===== config.mk =====
export PLATFORM = sky130hd
export DESIGN_NAME = tga_rle_pixel_decoder_top
export DESIGN_NICKNAME = d
export VERILOG_FILES = /design/src/hw/rtl/trpd_pkg.sv /design/src/hw/rtl/trpd_front.sv /design/src/hw/rtl/trpd_queue.sv /design/src/hw/rtl/trpd_back.sv /design/src/hw/rtl/tga_rle_pixel_decoder_top.sv
export VERILOG_INCLUDE_DIRS = /design/src /design/src/hw/rtl
export SDC_FILE = /design/constraint.sdc
export NUM_CORES = 1
export LEC_CHECK = 0
export ABC_CLOCK_PERIOD_IN_PS = 6950
export CAP_MARGIN = 15
export CORE_MARGIN = 4
export CORE_UTILIZATION = 45
export CTS_CLUSTER_DIAMETER = 60
export DETAILED_ROUTE_END_ITERATION = 7
export DONT_BUFFER_PORTS = 1
export PLACE_DENSITY = 0.65
export SLEW_MARGIN = 30
export SYNTH_ARGS = -nofsm -noshare
export SYNTH_HDL_FRONTEND = slang
export SYNTH_SLANG_ARGS = --single-unit

===== constraint.sdc =====
create_clock -name i_clk -period 6.95 [get_ports i_clk]
set_clock_uncertainty 0.15 [all_clocks]
set_input_delay 1.39 -clock i_clk [delete_from_list [all_inputs] [get_ports i_clk]]
set_output_delay 1.39 -clock i_clk [all_outputs]
set_load 0.01 [all_outputs]

===== src/hw/rtl/assert_macros.svh =====
`ifndef ASSERT_MACROS_SVH
`define ASSERT_MACROS_SVH

// Same-cycle implication, checked on the rising edge of i_clk outside reset.
`define TRPD_ASSERT_IMPL(lbl, ante, cons, msg) \
    lbl: assert property (@(posedge i_clk) disable iff (!i_rst_n) (ante) |-> (cons)) \
        else $error(msg);

// Next-cycle implication, checked on the rising edge of i_clk outside reset.
`define TRPD_ASSERT_NEXT(lbl, ante, cons, msg) \
    lbl: assert property (@(posedge i_clk) disable iff (!i_rst_n) (ante) |=> (cons)) \
        else $error(msg);

`endif


===== src/hw/rtl/trpd_pkg.sv =====
`default_nettype none

package trpd_pkg;

    localparam int unsigned CFG_IDX_W  = 3;
    localparam int unsigned CFG_DATA_W = 13;
    localparam int unsigned SIZE_W     = 13;   // width and height registers
    localparam int unsigned QDEPTH     = 4;
    localparam int unsigned QPTR_W     = $clog2(QDEPTH);

    // register indexes on the configuration port
    localparam logic [CFG_IDX_W-1:0] CFG_PIXEL_BYTES  = 3'd0;
    localparam logic [CFG_IDX_W-1:0] CFG_RLE_ENABLE   = 3'd1;
    localparam logic [CFG_IDX_W-1:0] CFG_TOP_DOWN     = 3'd2;
    localparam logic [CFG_IDX_W-1:0] CFG_IMAGE_WIDTH  = 3'd3;
    localparam logic [CFG_IDX_W-1:0] CFG_IMAGE_HEIGHT = 3'd4;

    // bytes per pixel
    localparam logic [2:0] PB_INDEX = 3'd1;
    localparam logic [2:0] PB_555   = 3'd2;
    localparam logic [2:0] PB_BGR   = 3'd3;
    localparam logic [2:0] PB_BGRA  = 3'd4;

    localparam logic [7:0] ALPHA_OPAQUE = 8'd255;

    typedef struct packed {
        logic              rle;
        logic              top_down;
        logic [2:0]        pixel_bytes;   // already limited to 1..4
        logic [SIZE_W-1:0] width;         // 1..max
        logic [SIZE_W-1:0] height_m1;     // rows minus one
    } t_cfg;

    // one finished pixel or run, handed from front to back
    typedef struct packed {
        logic [7:0] red;
        logic [7:0] green;
        logic [7:0] blue;
        logic [7:0] alpha;
        logic [7:0] pixel_index;
        logic [7:0] rep;        // pixels asked for before clipping
        logic       is_run;
        logic       pkt_end;    // last pixel of its packet
    } t_pix;

endpackage

`default_nettype wire


===== src/hw/rtl/trpd_front.sv =====
`default_nettype none

module trpd_front (
    input  wire logic          i_clk,
    input  wire logic          i_rst_n,
    input  wire logic          i_restart,
    input  trpd_pkg::t_cfg     i_cfg,
    input  wire logic          i_valid,
    input  wire logic [7:0]    i_data,
    input  wire logic          i_q_full,
    output logic               o_push,
    output trpd_pkg::t_pix     o_pix
);
    import trpd_pkg::*;

    logic [7:0]      r_left;
    logic            r_is_run;
    logic [1:0]      r_bpos;
    logic [3:0][7:0] r_gather;

    logic [7:0] n_left;
    logic       n_is_run;
    logic [1:0] n_bpos;
    logic       accept;
    logic       header;
    logic       done;
    logic [15:0] c16;

    assign accept = i_valid && !i_q_full;
    assign header = i_cfg.rle && (r_left == 8'd0);
    assign done   = ({1'b0, r_bpos} + 3'd1) == i_cfg.pixel_bytes;
    assign o_push = accept && !header && done;
    assign c16    = {i_data, r_gather[0]};

    always_comb begin
        o_pix             = '0;
        o_pix.alpha       = ALPHA_OPAQUE;
        o_pix.is_run      = r_is_run;
        o_pix.pkt_end     = r_is_run || (r_left == 8'd1);
        o_pix.rep         = (i_cfg.rle && r_is_run) ? r_left : 8'd1;
        unique case (i_cfg.pixel_bytes)
            PB_INDEX: o_pix.pixel_index = i_data;
            PB_555: begin
                o_pix.red   = {c16[14:10], 3'b000};
                o_pix.green = {c16[9:5], 3'b000};
                o_pix.blue  = {c16[4:0], 3'b000};
            end
            PB_BGR: begin
                o_pix.blue  = r_gather[0];
                o_pix.green = r_gather[1];
                o_pix.red   = i_data;
            end
            PB_BGRA: begin
                o_pix.blue  = r_gather[0];
                o_pix.green = r_gather[1];
                o_pix.red   = r_gather[2];
                o_pix.alpha = i_data;
            end
            default: o_pix.pixel_index = i_data;
        endcase
    end

    always_comb begin
        n_left   = r_left;
        n_is_run = r_is_run;
        n_bpos   = r_bpos;
        if (accept) begin
            if (header) begin
                n_is_run = i_data[7];
                n_left   = {1'b0, i_data[6:0]} + 8'd1;
                n_bpos   = '0;
            end else if (done) begin
                n_bpos = '0;
                if (i_cfg.rle) begin
                    n_left = r_is_run ? 8'd0 : 8'(r_left - 8'd1);
                end
            end else begin
                n_bpos = 2'(r_bpos + 2'd1);
            end
        end
    end

    always_ff @(posedge i_clk) begin
        if (!i_rst_n || i_restart) begin
            r_left   <= '0;
            r_is_run <= 1'b0;
            r_bpos   <= '0;
        end else begin
            r_left   <= n_left;
            r_is_run <= n_is_run;
            r_bpos   <= n_bpos;
        end
    end

    // gathered bytes need no reset: only bytes of the current pixel are read
    always_ff @(posedge i_clk) begin
        if (accept && !header) begin
            r_gather[r_bpos] <= i_data;
        end
    end

endmodule

`default_nettype wire


===== src/hw/rtl/trpd_queue.sv =====
`default_nettype none

module trpd_queue (
    input  wire logic      i_clk,
    input  wire logic      i_rst_n,
    input  wire logic      i_flush,
    input  wire logic      i_push,
    input  trpd_pkg::t_pix i_pix,
    output logic           o_full,
    output logic           o_valid,
    input  wire logic      i_pop,
    output trpd_pkg::t_pix o_pix
);
    import trpd_pkg::*;

    t_pix              r_mem [QDEPTH];
    logic [QPTR_W-1:0] r_wr;
    logic [QPTR_W-1:0] r_rd;
    logic [QPTR_W:0]   r_count;

    logic do_push;
    logic do_pop;

    assign o_full  = (r_count == (QPTR_W+1)'(QDEPTH));
    assign o_valid = (r_count != '0);
    assign o_pix   = r_mem[r_rd];
    assign do_push = i_push && !o_full;
    assign do_pop  = i_pop && o_valid;

    always_ff @(posedge i_clk) begin
        if (!i_rst_n || i_flush) begin
            r_wr    <= '0;
            r_rd    <= '0;
            r_count <= '0;
        end else begin
            if (do_push) r_wr <= QPTR_W'(r_wr + 1'b1);
            if (do_pop)  r_rd <= QPTR_W'(r_rd + 1'b1);
            if (do_push && !do_pop)      r_count <= r_count + 1'b1;
            else if (do_pop && !do_push) r_count <= r_count - 1'b1;
        end
    end

    always_ff @(posedge i_clk) begin
        if (do_push) begin
            r_mem[r_wr] <= i_pix;
        end
    end

endmodule

`default_nettype wire


===== src/hw/rtl/trpd_back.sv =====
`default_nettype none

module trpd_back (
    input  wire logic          i_clk,
    input  wire logic          i_rst_n,
    input  wire logic          i_restart,
    input  trpd_pkg::t_cfg     i_cfg,
    input  wire logic          i_q_valid,
    input  trpd_pkg::t_pix     i_pix,
    output logic               o_pop,
    input  wire logic          i_stall,
    output logic               o_valid,
    output logic [7:0]         o_red,
    output logic [7:0]         o_green,
    output logic [7:0]         o_blue,
    output logic [7:0]         o_alpha,
    output logic [7:0]         o_pixel_index,
    output logic [7:0]         o_repeat_res,
    output logic [11:0]        o_start_column,
    output logic [11:0]        o_dest_row,
    output logic               o_last
);
    import trpd_pkg::*;

    logic [SIZE_W-1:0] r_col;
    logic [SIZE_W-1:0] r_row;
    logic              r_valid;

    logic [SIZE_W:0]   sum;
    logic              over;
    logic              emit;
    logic [SIZE_W-1:0] col_new;
    logic [7:0]        rep_c;
    logic              row_end;
    logic              row_adv;
    logic              row_last;
    logic [SIZE_W-1:0] n_col;
    logic [SIZE_W-1:0] n_row;

    assign o_pop   = i_q_valid && (!r_valid || !i_stall);
    assign o_valid = r_valid;

    assign sum      = {1'b0, r_col} + (SIZE_W+1)'(i_pix.rep);
    assign over     = sum > {1'b0, i_cfg.width};
    // literal pixels past the row end are swallowed
    assign emit     = !(i_cfg.rle && !i_pix.is_run && (r_col >= i_cfg.width));
    assign col_new  = !emit ? r_col : (over ? i_cfg.width : sum[SIZE_W-1:0]);
    assign rep_c    = over ? 8'(i_cfg.width - r_col) : i_pix.rep;
    assign row_end  = col_new >= i_cfg.width;
    assign row_adv  = row_end && (!i_cfg.rle || i_pix.pkt_end);
    assign row_last = r_row >= i_cfg.height_m1;

    always_comb begin
        n_col = col_new;
        n_row = r_row;
        if (row_adv) begin
            n_col = '0;
            n_row = row_last ? '0 : SIZE_W'(r_row + 1'b1);
        end
    end

    always_ff @(posedge i_clk) begin
        if (!i_rst_n || i_restart) begin
            r_col   <= '0;
            r_row   <= '0;
            r_valid <= 1'b0;
        end else begin
            if (o_pop) begin
                r_col   <= n_col;
                r_row   <= n_row;
                r_valid <= emit;
            end else if (!i_stall) begin
                r_valid <= 1'b0;
            end
        end
    end

    always_ff @(posedge i_clk) begin
        if (o_pop && emit) begin
            o_red          <= i_pix.red;
            o_green        <= i_pix.green;
            o_blue         <= i_pix.blue;
            o_alpha        <= i_pix.alpha;
            o_pixel_index  <= i_pix.pixel_index;
            o_repeat_res   <= rep_c;
            o_start_column <= r_col[11:0];
            o_dest_row     <= i_cfg.top_down ? r_row[11:0]
                                             : 12'(i_cfg.height_m1 - r_row);
            o_last         <= row_end && row_last;
        end
    end

endmodule

`default_nettype wire


===== src/hw/rtl/tga_rle_pixel_decoder_top.sv =====
// Channel   Direction  Handshake                   Payload
// in        input      i_in_valid / o_in_stall     i_data_byte
// out       output     o_out_valid / i_out_stall   colour, index, span, row, last
// cfg       input      i_cfg_valid / o_cfg_ready   i_cfg_index, i_cfg_data
//
// One byte is taken per cycle while o_in_stall is low; a span moves from front
// to queue to output register; one span per cycle while i_out_stall is low.
// Reset and a valid write to index 0..4 restart the decoder at a new image.
// o_in_stall rises only while the four-entry pixel queue is full.
// o_cfg_ready is always high.
`default_nettype none

module tga_rle_pixel_decoder_top #(
    parameter int unsigned MAX_WIDTH  = 4096,
    parameter int unsigned MAX_HEIGHT = 4096
) (
    input  wire logic                       i_clk,
    input  wire logic                       i_rst_n,
    input  wire logic                       i_in_valid,
    output logic                            o_in_stall,
    input  wire logic [7:0]                 i_data_byte,
    output logic                            o_out_valid,
    input  wire logic                       i_out_stall,
    output logic [7:0]                      o_red,
    output logic [7:0]                      o_green,
    output logic [7:0]                      o_blue,
    output logic [7:0]                      o_alpha,
    output logic [7:0]                      o_pixel_index,
    output logic [7:0]                      o_repeat_res,
    output logic [11:0]                     o_start_column,
    output logic [11:0]                     o_dest_row,
    output logic                            o_last,
    input  wire logic                       i_cfg_valid,
    output logic                            o_cfg_ready,
    input  wire logic [trpd_pkg::CFG_IDX_W-1:0]  i_cfg_index,
    input  wire logic [trpd_pkg::CFG_DATA_W-1:0] i_cfg_data
);
    import trpd_pkg::*;

`include "assert_macros.svh"

    logic [2:0]        r_pixel_bytes;
    logic              r_rle_enable;
    logic              r_top_down;
    logic [SIZE_W-1:0] r_image_width;
    logic [SIZE_W-1:0] r_image_height;

    logic              cfg_write;
    logic              restart;
    logic [SIZE_W-1:0] width_eff;
    logic [SIZE_W-1:0] height_eff;
    t_cfg              cfg;

    logic front_push;
    t_pix front_pix;
    logic q_full;
    logic q_valid;
    logic q_pop;
    t_pix q_pix;

    assign o_cfg_ready = 1'b1;
    assign cfg_write   = i_cfg_valid && o_cfg_ready;
    assign restart     = cfg_write && (i_cfg_index <= CFG_IMAGE_HEIGHT);
    assign o_in_stall  = q_full;

    always_ff @(posedge i_clk) begin
        if (!i_rst_n) begin
            r_pixel_bytes  <= 3'd1;
            r_rle_enable   <= 1'b0;
            r_top_down     <= 1'b0;
            r_image_width  <= SIZE_W'(1);
            r_image_height <= SIZE_W'(1);
        end else if (cfg_write) begin
            unique case (i_cfg_index)
                CFG_PIXEL_BYTES:  r_pixel_bytes  <= i_cfg_data[2:0];
                CFG_RLE_ENABLE:   r_rle_enable   <= i_cfg_data[0];
                CFG_TOP_DOWN:     r_top_down     <= i_cfg_data[0];
                CFG_IMAGE_WIDTH:  r_image_width  <= i_cfg_data;
                CFG_IMAGE_HEIGHT: r_image_height <= i_cfg_data;
                default: ;
            endcase
        end
    end

    // clamp sizes: zero acts as one, large values saturate
    always_comb begin
        priority if (r_image_width == '0)          width_eff = SIZE_W'(1);
        else if (32'(r_image_width) > MAX_WIDTH)   width_eff = SIZE_W'(MAX_WIDTH);
        else                                       width_eff = r_image_width;
        priority if (r_image_height == '0)         height_eff = SIZE_W'(1);
        else if (32'(r_image_height) > MAX_HEIGHT) height_eff = SIZE_W'(MAX_HEIGHT);
        else                                       height_eff = r_image_height;
    end

    always_comb begin
        cfg.rle       = r_rle_enable;
        cfg.top_down  = r_top_down;
        cfg.width     = width_eff;
        cfg.height_m1 = SIZE_W'(height_eff - 1'b1);
        priority if (r_pixel_bytes == 3'd0)  cfg.pixel_bytes = PB_INDEX;
        else if (r_pixel_bytes > PB_BGRA)    cfg.pixel_bytes = PB_BGRA;
        else                                 cfg.pixel_bytes = r_pixel_bytes;
    end

    trpd_front u_front (
        .i_clk    (i_clk),
        .i_rst_n  (i_rst_n),
        .i_restart(restart),
        .i_cfg    (cfg),
        .i_valid  (i_in_valid),
        .i_data   (i_data_byte),
        .i_q_full (q_full),
        .o_push   (front_push),
        .o_pix    (front_pix)
    );

    trpd_queue u_queue (
        .i_clk  (i_clk),
        .i_rst_n(i_rst_n),
        .i_flush(restart),
        .i_push (front_push),
        .i_pix  (front_pix),
        .o_full (q_full),
        .o_valid(q_valid),
        .i_pop  (q_pop),
        .o_pix  (q_pix)
    );

    trpd_back u_back (
        .i_clk         (i_clk),
        .i_rst_n       (i_rst_n),
        .i_restart     (restart),
        .i_cfg         (cfg),
        .i_q_valid     (q_valid),
        .i_pix         (q_pix),
        .o_pop         (q_pop),
        .i_stall       (i_out_stall),
        .o_valid       (o_out_valid),
        .o_red         (o_red),
        .o_green       (o_green),
        .o_blue        (o_blue),
        .o_alpha       (o_alpha),
        .o_pixel_index (o_pixel_index),
        .o_repeat_res  (o_repeat_res),
        .o_start_column(o_start_column),
        .o_dest_row    (o_dest_row),
        .o_last        (o_last)
    );

    `TRPD_ASSERT_IMPL(a_no_push_when_full, front_push, !q_full, "pixel pushed into full queue")
    `TRPD_ASSERT_NEXT(a_restart_clears, restart, !o_out_valid && !q_valid, "state left after restart")
    `TRPD_ASSERT_IMPL(a_span_nonzero, o_out_valid, o_repeat_res != 8'd0, "span of zero pixels")

endmodule

`default_nettype wire


# Word-level counts from Yosys, hierarchy flattened
# Memory sizes are Yosys's and may differ from the RTL's. A register that Yosys moved wholly into a read port is not among the register bits.
# Index checks and enable logic that the tools add are counted.
totals:
  register_bits: 181
  ram_bits: 200
  input_bits: 29
  wordCells: 144
  n_memories: 1
classes:
  addsub: 13
  n_lt_le_gt_ge: 10
  eq_ne: 11
  n_mux: 33
  n_reduce_logical: 49
memory_table:
  columns: ["memory", "depth", "word_bits", "rd", "rd_ports_with_merged_regs", "write_ports", "line_no", "rtl"]
  rows:
  - ["u_queue.r_mem", 4, 50, 1, 1, 1, "trpd_queue.sv:16", "t_pix r_mem [QDEPTH];"]
ops:
  columns: ["cell", "n"]
  rows:
  - ["2-to-1 mux 13 bit", 8]
  - ["2-to-1 mux 8 bit", 9]
  - ["one-hot mux 24 bit (3 select lines)", 1]
  - [">= comparator 13 bit", 3]
  - ["bitwise mux 32 bit", 1]
  - ["greater-than comparator 13 bit (second input constant)", 2]
  - ["zero test 13 bit", 2]
  - ["logical AND 1 bit", 17]
  - ["demux 8 bit (select 2 bit)", 1]
  - ["adder 13 x 8 -> 14 bit", 1]
  - ["greater-than comparator 14 x 13 -> 1 bit", 1]
  - ["AND reduction 2 bit", 7]
  - ["adder 13 x 1 -> 13 bit (second input constant)", 1]
  - ["subtractor 13 x 1 -> 13 bit (second input constant)", 1]
  - ["== test 3 x 2 -> 1 bit (second input constant)", 4]
  - ["2-to-1 mux 12 bit", 1]
  - ["2-to-1 mux 3 bit", 4]
  - ["subtractor 12 bit", 1]
  - ["zero test 1 bit", 10]
  - ["== test 3 bit (second input constant)", 3]
  - ["adder 7 x 1 -> 8 bit (second input constant)", 1]
  - ["== test 8 x 1 -> 1 bit (second input constant)", 1]
  - ["zero test 8 bit", 1]
  - ["2-to-1 mux 2 bit", 4]
  - ["20 further kinds", 31]

# Longest topological paths before layout
depth:
  word_depth: 10
  ltp_mapped: 29
  depth_no_buf: 25

# Hierarchy
# A second synthesis with hierarchy kept.
unflattened:
  cells_unflattened: 1409
  hier_area_um2: 18078.6
by_module_without_submodules:
  columns: ["mod", "n_inst", "cells_each", "area_each_um2", "seq_area_each_um2"]
  rows:
  - ["trpd_queue", 1, 311, 7677.4, 6185.9]
  - ["trpd_back", 1, 612, 6358.6, 2732.6]
  - ["trpd_front", 1, 249, 2268.4, 940.9]
  - ["tga_rle_pixel_decoder_top", 1, 237, 1774.2, 620.6]

# Worst setup path before layout
# No wires, ideal clock.
synth_timing:
  path_type: "register -> register"
  start: "reg (tool-made name)"
  end: "reg u_back.r_col[1]"
  arrival_ns: 5.671
  t_required_ns: 6.741
  slack_ns: 1.070
  path_stages_with_launch: 29
  path_buffers: 3
  path_cell_list: "dfxtp_1 buf_6 buf_2 mux4_2 ha_1 inv_1 fa_1 nor2b_1 o2111ai_1 nand3_1 and2_0 xnor2_1 ha_1 nand2_1 o21a_1 o21ai_0 o21ai_4 nand2_4 mux2_2 mux2_2 ha_1 a211oi_1 o21ai_0 a211oi_2 or2_4 a31oi_1 nor2_1 buf_4 a22o_1"
synth_rtl:
  columns: ["element", "line_no", "rtl"]
  rows:
  - ["to (signal assigned)", "trpd_back.sv:69", "r_col <= n_col;"]
  - ["to (decl)", "trpd_back.sv:25", "logic [SIZE_W-1:0] r_col;"]

==> flow_summary_export.csv <==
group,metric,value,unit
status,status,"finished, final reports clean",
floorplan,ios,105,
cts,clock_latency,0.56,ns
floorplan,dieArea,42400,µm²
finish,finish.net_count,1454,
yosys,ys_ff_latch,375,
route,drt_iter0_drc,754,
route,postRouteAntennaNets,0,
timing,tns,0,ns
yosys,syn-num-nets,1447,
placed_design,routabilityCongestion,0.897,
timing,tightest_slew,0.811,ns
grt,grt_max_degree,41,
yosys,async_flop_share,0,
worst_setup_path,crit_path_end_kind,"flop",
cts,cts_sinks,375,
finish,final_layout_size_suffix_gt1_frac,0.130,
timing,setup_slack,0.534,ns
finish,area_growth,10.8,%
finish,n_fill_cell,3358,
yosys,yosys.area.top_type,"edfxtp_1",
cts,path_clk_slew,0.06,ns
timing,fin_crit,6.42,ns
route,wl_per_cell,20.7,µm
grt,grt_overflow_total,0,
pwr,power.leakage,0.00682,µW
grt,grt_pass1_vias,10500,
run,cap_violations,0,
yosys,yosys_warnings,0,
floorplan,die_w,206,µm
timing,rsz0062_at_grt,"false",
yosys,synth_area_leaders,"edfxtp_1, dfxtp_1, ha_1, mux4_2, nand2_1",
worst_setup_path,cp-start-kind,"flop",
floorplan,die_y,206,µm
yosys,ys.flop_type,"edfxtp_1",
cts,cts_tree,"built",
route,postRouteWirelength,38800,µm
pwr,power.total,7290,µW
grt,grt_pass1_wl,60500,µm
timing,drv_slew,0,
worst_setup_path,crit_top_cell,"ha_1",
finish,finish.utilization,0.504,
route,first_pass_iters,5,
timing,slew-limit-headroom,0.458,
route,vias,10500,
floorplan,core,38700,µm²
placed_design,dp_hpwl,26200,µm
yosys,synth_edf_count,297,
worst_setup_path,critPathMaxFanout,28,
grt,grt_util_all_layers,0.184,
floorplan,fp-row-count,72,
worst_setup_path,cp.arrival,6.76,ns
cts,postCtsHoldBufs,0,
hold_path,hold_depth,2,
yosys,synth_area_per_cell,13.3,µm²
yosys,syn_inst,1322,
grt,antenna_found_initial,2,
finish,num_antenna_cells,0,
timing,max_freq,156,MHz
cts,root_buffer,"clkbuf_16",
yosys,yosysSeqAreaShare,0.594,
finish,layout_common_cells,"edfxtp_1, nand2_1, ha_1",
cts,cts_buffers,42,
cts,cts_buffer_depth,3,
placed_design,pre_cts_slack,0.371,ns
pwr,vdd_drop_max,236,µV
placed_design,io_buffers,0,
worst_setup_path,crit_required,7.29,ns
timing,hold_viol_final,0,
yosys,yosysTopAreaCellShare,0.506,
timing,hold_ws,0.327,ns
pwr,power-per-cell-area,373,nW/µm²
finish,final_common_cell,"edfxtp_1",
worst_setup_path,timing_worst_setup_path_type,"reg -> reg",
route,route.detailed.drc,0,
floorplan,initial_core_util,0.455,
timing,setup-violations-final,0,
yosys,syn_area,17600,µm²
route,via_per_inst,5.61,
cts,htreeDepth,2,
worst_setup_path,r2r_cells,26,
timing,post-route-period-util,0.923,
worst_setup_path,cpPeakStageDelay,0.54,ns
yosys,ys_types,72,
hold_path,hp-class,"reg -> reg",
worst_setup_path,crit_slowest_cell,"mux4_2",
through the flow:
stage / cells / instance area (µm²)
after floorplan: 1322 / 17600
final: 1877 / 19500
after global routing: 1877 / 19500
after detailed placement: 1801 / 18100
after CTS: 1875 / 19500
after global placement: 1801 / 18100
layout make-up:
| class | count | area (µm²) | area share |
|---|---|---|---|
| sequential | 375 | 10500 | 0.537 |
| multi-input combinational | 832 | 6710 | 0.343 |
| clock buffer | 54 | 1120 | 0.0572 |
| tap | 518 | 648 | 0.0332 |
| inverter | 63 | 238 | 0.0122 |
| clock inverter | 20 | 220 | 0.0113 |
| timing repair buffer | 15 | 113 | 0.00577 |
Yosys cell counts, types with 4 or more instances:
cell and number:
nor3_2 5, a22o_1 31, inv_1 63, buf_4 5
nor3_1 31, o31ai_1 4, nand4_1 8, clkbuf_1 34
nor3b_1 4, ha_1 92, mux4_2 50, nand3b_1 4
fa_1 4, a211oi_1 10, a31oi_1 6, nor2b_1 24
nand2b_1 19, o21a_1 7, mux2_2 20, a21boi_0 30
mux2i_1 18, a21o_1 8, xor2_1 22, and3_1 19
dfxtp_1 78, xnor2_1 36, o31a_1 4, and2_1 15
nand2_1 116, nor2_1 59, edfxtp_1 297, buf_2 7
a21oi_1 44, nand3_1 36, nor4_1 9, o21ai_0 45
where the power goes:
part	switching (µW)	internal, µW
combinational	1220	789
clock	882	1260
sequential	250	2890
total	2350	4940
layer usage:
metal	vias up	routed length (µm)	global-route usage
met5	-	10	0
met4	2	1120	0.0668
met3	78	2350	0.0388
met2	279	18400	0.296
met1	5213	16900	0.249
li1	4960	-	-
sequential cells by signal, indices dropped and copies added, names as in the netlist, 3 cells and up, named ones only:
name,cells
u_front.r_gather,16
u_front.r_left,8
u_back.r_row,13
r_pixel_bytes,3
u_queue.r_mem,200
r_image_height,13
u_back.o_green,8
u_back.o_start_column,12
u_back.r_col,13
u_back.o_alpha,8
r_image_width,13
u_front.c16,8
u_back.o_red,8
u_back.o_repeat_res,8
u_back.o_blue,8
u_queue.r_count,3
u_back.o_pixel_index,8
u_back.o_dest_row,12
worst max-delay path, delay by kind of cell, from the launching register on:
family	cells	cell delay, ns
compound gates	9	1.97
xor+xnor	1	0.17
fa+ha+maj	4	0.99
buf+inv	2	0.26
flops	1	0.45
mux	3	1.19
simple gates	7	1.15
repair_timing:
action | CTS | global route
gates resized for setup | 0 | 4
setup buffers | 0 | 2
endpoints found under the setup margin | 0 | 24
kinds of logic after synthesis:
kind of cell,Yosys count,share of synthesized area
compound gates,218,0.0857
flops,375,0.594
buf+inv,115,0.0273
mux,88,0.0869
other cells,1,0.000213
fa+ha+maj,96,0.0698
xor+xnor,58,0.0288
simple gates,371,0.107
final timing paths:
path              slack (ns)                     startpoint                            end
hold reg to reg         0.33  r_image_width[0]$_SDFFE_PN1P_  r_image_width[0]$_SDFFE_PN1P_
setup / recovery        0.53                           flop   u_back.r_col[1]$_SDFFE_PP0P_
setup reg to reg        0.53                           flop   u_back.r_col[1]$_SDFFE_PP0P_
hold / removal          0.33  r_image_width[0]$_SDFFE_PN1P_  r_image_width[0]$_SDFFE_PN1P_
Note: power is estimated with default switching activity, not from simulation.
